===== config.mk =====
export PLATFORM = sky130hd
export DESIGN_NAME = msh_lap_div
export DESIGN_NICKNAME = d
export VERILOG_FILES = /design/src/msh_lap_pkg.sv /design/src/msh_lap_div.sv
export SDC_FILE = /design/constraint.sdc
export NUM_CORES = 1
export LEC_CHECK = 0
export ABC_AREA = 1
export BUFFER_PORTS_ARGS = -buffer_cell sky130_fd_sc_hd__buf_2
export CORE_AREA = 2 2 158 160
export DETAILED_ROUTE_END_ITERATION = 12
export DIE_AREA = 0 0 160 162
export PLACE_DENSITY = 0.78
export SLEW_MARGIN = 0
export SYNTH_ARGS = -nofsm -noshare
export SYNTH_HDL_FRONTEND = slang
export SYNTH_SLANG_ARGS = --single-unit

===== constraint.sdc =====
create_clock -name clk -period 4.4 [get_ports clk]
set_input_delay 0.44 -clock clk [delete_from_list [all_inputs] [get_ports clk]]
set_output_delay 0.44 -clock clk [all_outputs]
set_load 0.01 [all_outputs]

===== src/msh_lap_pkg.sv =====
// Shared types and constants for the umbrella-operator mesh Laplacian block.
// No dependencies; every other file of the block imports this package.
`default_nettype none

package msh_lap_pkg;

  // Index widths are fixed by the item fields; depths follow from them.
  localparam int VTX_W      = 10;
  localparam int SLOT_W     = 4;
  localparam int VERTS      = 1 << VTX_W;
  localparam int NEIGH_MAX  = 1 << SLOT_W;
  localparam int NBR_ADDR_W = VTX_W + SLOT_W;
  localparam int ENTRY_W    = VTX_W + 1;

  // Coordinates: three lanes are stored; lanes at or beyond DIMS report zero.
  localparam int DIMS  = 3;
  localparam int LANES = 3;
  localparam int POS_W = 24;
  localparam int VEC_W = POS_W + 1;
  localparam int CNT_W = SLOT_W + 1;
  // A sum of up to NEIGH_MAX differences, each of magnitude below 2**POS_W.
  localparam int MAG_W = POS_W + SLOT_W;
  localparam int SUM_W = MAG_W + 1;

  localparam int CFG_W       = 5;
  localparam int LIMIT_RESET = 16;

  // Divider retires RADIX quotient bits per cycle; MAG_W is a multiple of it.
  localparam int RADIX     = 2;
  localparam int DIV_STEPS = MAG_W / RADIX;

  typedef enum logic [1:0] {
    OP_LOAD_POS = 2'd0,
    OP_LOAD_NBR = 2'd1,
    OP_COMPUTE  = 2'd2
  } op_t;

  typedef struct packed {
    logic                        en;
    logic [VTX_W-1:0]            addr;
    logic [LANES-1:0][POS_W-1:0] data;
  } pos_wr_t;

  typedef struct packed {
    logic                  en;
    logic [NBR_ADDR_W-1:0] addr;
    logic [ENTRY_W-1:0]    data;
  } nbr_wr_t;

  typedef struct packed {
    logic                        start;
    logic [CNT_W-1:0]            count;
    logic [LANES-1:0][SUM_W-1:0] sum;
  } div_req_t;

  typedef struct packed {
    logic                        done;
    logic [LANES-1:0][VEC_W-1:0] quo;
  } div_rsp_t;

endpackage

`default_nettype wire


===== src/msh_lap_div.sv =====
// Signed sum-by-count divider, one lane per coordinate, shared divisor.
// Restoring division on magnitudes, RADIX bits per cycle; uses msh_lap_pkg.
`default_nettype none

module msh_lap_div
  import msh_lap_pkg::*;
(
  input  wire logic     clk,
  input  wire logic     rst,
  input  wire div_req_t req,
  output div_rsp_t      rsp
);

  localparam int STEP_W = $clog2(DIV_STEPS);

  logic                        busy;
  logic                        done;
  logic [STEP_W-1:0]           step;
  logic                        last;
  logic [CNT_W-1:0]            dvsr;
  logic [LANES-1:0][MAG_W-1:0] mag;
  logic [LANES-1:0][MAG_W-1:0] mag_next;
  logic [LANES-1:0][MAG_W-1:0] mag_init;
  logic [LANES-1:0][CNT_W-1:0] rem;
  logic [LANES-1:0][CNT_W-1:0] rem_next;
  logic [LANES-1:0]            neg;
  logic [LANES-1:0][VEC_W-1:0] quo;

  assign last = (step == STEP_W'(DIV_STEPS - 1));

  always_comb begin
    logic [SUM_W-1:0] neg_sum;
    for (int l = 0; l < LANES; l++) begin
      neg_sum     = -req.sum[l];
      mag_init[l] = req.sum[l][SUM_W-1] ? neg_sum[MAG_W-1:0] : req.sum[l][MAG_W-1:0];
    end
  end

  // The remainder stays below the divisor, so it fits in CNT_W bits.
  always_comb begin
    logic [CNT_W-1:0] r;
    logic [CNT_W:0]   sh;
    logic [RADIX-1:0] q;
    for (int l = 0; l < LANES; l++) begin
      r = rem[l];
      q = '0;
      for (int i = 0; i < RADIX; i++) begin
        sh = {r, mag[l][MAG_W-1-i]};
        if (sh >= {1'b0, dvsr}) begin
          sh             = sh - {1'b0, dvsr};
          q[RADIX-1-i]   = 1'b1;
        end
        r = sh[CNT_W-1:0];
      end
      mag_next[l] = {mag[l][MAG_W-RADIX-1:0], q};
      rem_next[l] = r;
    end
  end

  always_ff @(posedge clk) begin
    if (rst) begin
      busy <= 1'b0;
      done <= 1'b0;
      step <= '0;
    end else begin
      done <= 1'b0;
      if (req.start) begin
        busy <= 1'b1;
        step <= '0;
      end else if (busy) begin
        step <= step + 1'b1;
        if (last) begin
          busy <= 1'b0;
          done <= 1'b1;
        end
      end
    end
  end

  always_ff @(posedge clk) begin
    if (req.start) begin
      dvsr <= req.count;
      for (int l = 0; l < LANES; l++) begin
        mag[l] <= mag_init[l];
        rem[l] <= '0;
        neg[l] <= req.sum[l][SUM_W-1];
      end
    end else if (busy) begin
      for (int l = 0; l < LANES; l++) begin
        mag[l] <= mag_next[l];
        rem[l] <= rem_next[l];
        if (last) begin
          quo[l] <= neg[l] ? -mag_next[l][VEC_W-1:0] : mag_next[l][VEC_W-1:0];
        end
      end
    end
  end

  assign rsp.done = done;
  assign rsp.quo  = quo;

endmodule

`default_nettype wire


==> summary.md <==
| Metric | Value |
|---|---|
| Status | `finished clean` |
| Vias per cell | `5.31` |
| Detailed Place HPWL | `24800 µm` |
| Post-Syn Area | `12600 µm²` |
| R2r setup slk | `0.20 ns` |
| Core area | `24100 µm²` |
| Largest net degree at the start of global routing | `60` |
| Clk_skew | `0.00841 ns` |
| Largest area contributor in the synthesized netlist | `edfxtp_1` |
| Number of buffers inserted by port buffering | `170` |
| Syn nets | `1750` |
| Hold EP | `busy` |
| CTS max path bufs | `2` |
| Power Dens Cells | `461 nW/µm²` |
| GRT Residual Overflow | `0` |
| Most used DFF post-synth | `edfxtp_1` |
| Maxcap violations | `0` |
| Slew headroom | `0.340` |
| Reg2reg path depth | `23` |
| N_diodes | `0` |
| Hold slack final | `0.175 ns` |
| Via count | `11200` |
| Lkg Pwr | `0.00639 µW` |
| Post-synth EDFFs | `167` |
| Clock sink count | `188` |
| Crit path DAT | `4.38 ns` |
| Fin nets | `1914` |
| Count of different cell masters after synthesis | `47` |
| Fmax | `0.238 GHz` |
| All-Layer GR Usage | `0.248` |
| Max VDD drop | `0.468 mV` |
| Die height | `162 µm` |
| FF-to-FF Start | `dvsr[0]` |
| Post-route ant nets | `0` |
| Crit Reg-Reg Endpoint | `rsp[24]` |
| Hold Path Origin | `rst` |
| Die Wd | `160 µm` |
| Async SR Flop Fraction | `0` |
| Die area | `25900 µm²` |
| Final slew viol count | `0` |
| CTS buffer count | `17` |
| Synth warn | `0` |
| Synth top area cells | `edfxtp_1 40%, nand2_1 13%, xor2_1 6.1%` |
| Final setup vio count | `0` |
| Rows | `57` |
| Area growth syn-to-layout | `14.6%` |
| Vias in the first global route | `10600` |
| Worst setup path class | `flop to flop` |
| Routed WL | `32200 µm` |
| Starting Density | `0.523` |
| H-Tree Level Count | `4` |
| Min-delay worst type | `primary input to flop` |
| Final period util | `0.954` |
| Drt wl/cell | `15.2 µm` |
| DR pass1 iterations | `7` |
| Final Hold Viols | `0` |
| Area share of the leading cell type in the synthesized netlist | `0.398` |
| Clk pin slew, worst setup/hold paths | `0.07 ns` |
| Share of layout cells above drive strength 1 | `0.153` |
| Post-Syn Instances | `1611` |
| CTS tree | `done` |
| Worst Hold Path Cells | `2` |
| Dpl cell area | `13800 µm²` |
| Commonest non-fill, non-tap cells in the layout | `431 x nand2_1, 190 x nor2_1, 176 x inv_1` |
| Initial antenna violation count | `0` |
| Clock root buffer | `clkbuf_16` |
| Final setup TNS | `0 ns` |
| Sequential area share after synthesis | `0.431` |
| Post-route cell area | `14500 µm²` |
| Seq cells post-synth | `188` |
| Post-Syn Area per Cell | `7.83 µm²` |
| DRC | `0` |
| First-pass GRT wire length | `52000 µm` |
| Iter 0 DRT Violations | `747` |
| Minimum clock period | `4.20 ns` |
| Startpoint Class | `flop` |
| Req. time, crit path | `4.59 ns` |
| Worst-path maximum fanout | `10` |
| Type of destination of the critical path | `flop` |
| Worst skew pair latency | `0.44 ns` |
| Slew @ Worst Pin | `0.986 ns` |
| Commonest non-fill, non-tap cell in the layout | `nand2_1` |
| Routability Congestion | `0.928` |
| Cts hold-fix bufs | `0` |
| I/O Pins | `171` |
## power breakdown
part / total (µW) / switching, µW / internal (µW)
Clock: 1480 / 731 / 749
Combinational: 2750 / 1740 / 1010
Sequential: 2430 / 197 / 2230
Total: 6660 / 2670 / 3990
## synthesized netlist by cell type, types with 21 or more instances
| cell | n |
|---|---|
| a21oi_1 | 49 |
| a31oi_1 | 21 |
| clkbuf_1 | 31 |
| dfxtp_1 | 21 |
| edfxtp_1 | 167 |
| ha_1 | 38 |
| inv_1 | 181 |
| nand2_1 | 431 |
| nand3_1 | 104 |
| nor2_1 | 194 |
| o21ai_0 | 126 |
| xnor2_1 | 30 |
| xor2_1 | 88 |
## flip-flops by register name, indices dropped and copies added, names as in the netlist
signal  flops
dvsr        5
done        1
rem        15
rsp        75
busy        1
neg         3
step        4
mag        84
## per-layer routing
layer,part of all wire,vias to the layer above,wire length (µm),global-route usage
met2,0.48,398,15600,0.431
met1,0.44,5130,14100,0.325
li1,-,5640,-,-
met3,0.052,54,1670,0.0296
met4,0.024,0,782,0.0827
met5,0,-,0,0
## worst max-delay path, cell delays in order (launching register included)
cell      delay [ns]
edfxtp_1        0.36
buf_4           0.16
ha_1            0.15
inv_1           0.06
fa_1            0.39
inv_1           0.11
nand2_1         0.07
nand3_2         0.09
nand2_4         0.11
o21ai_2         0.18
inv_1           0.10
fa_1            0.45
inv_1           0.08
a21oi_1         0.07
a21oi_1         0.15
nand2_1         0.09
nor2_2          0.11
ha_2            0.22
nand4_1         0.15
nor2_2          0.21
nand3_2         0.14
o21ai_4         0.22
nand4_1         0.12
xor2_1          0.16
## logic make-up (layout without fill, tap and decap cells)
kind of cell               Yosys count  after routing  share of synthesized area
AOI/OAI and AO/OA                  228            228                     0.0990
xor gates and xnor gates           118            118                     0.0820
adders and majority gates           44             44                     0.0472
buffers and inverters              229            406                     0.0711
DFF                                188            188                      0.431
and+or+nand+nor                    804            804                      0.270
## timing repair
action	4_1_cts	5_1_grt
endpoints found under the setup margin	0	23
setup buffers	0	2
resized for setup	0	26
## per-stage QoR
step                      instances  setup WS, ns  utilization  power (µW)
after global placement         2078         0.244        0.573        5040
after CTS                      2110        0.0264        0.596        6590
after global routing           2112       -0.0398        0.599        7120
after detailed placement       2078        0.0453        0.573        5110
after floorplan                1611         0.390            -        4410
final                          2112         0.202        0.599        6660
## worst max-delay path by stage
| stage | startpoint | to | cells after the start |
|---|---|---|---|
| 6_report | dvsr[0] | rsp[24] | 23 |
| 5_1_grt | dvsr[0] | rsp[24] | 23 |
| 4_1_cts | dvsr[0] | rsp[24] | 23 |
| 3_5_place_dp | dvsr[0] | rsp[24] | 23 |
| 3_3_place_gp | dvsr[1] | rsp[70] | 22 |
| 2_1_floorplan | dvsr[1] | rsp[41] | 24 |
## final cells by class
cell class	instances	area, µm²
Clock buffer	18	429
Clock inverter	14	134
Multi-Input combinational cell	1194	6350
Inverter	184	692
Sequential cell	188	5440
Timing Repair Buffer	190	1000
Tap cell	324	405
Fill cell	2216	9660
Note: power is estimated with default switching activity, not from simulation.
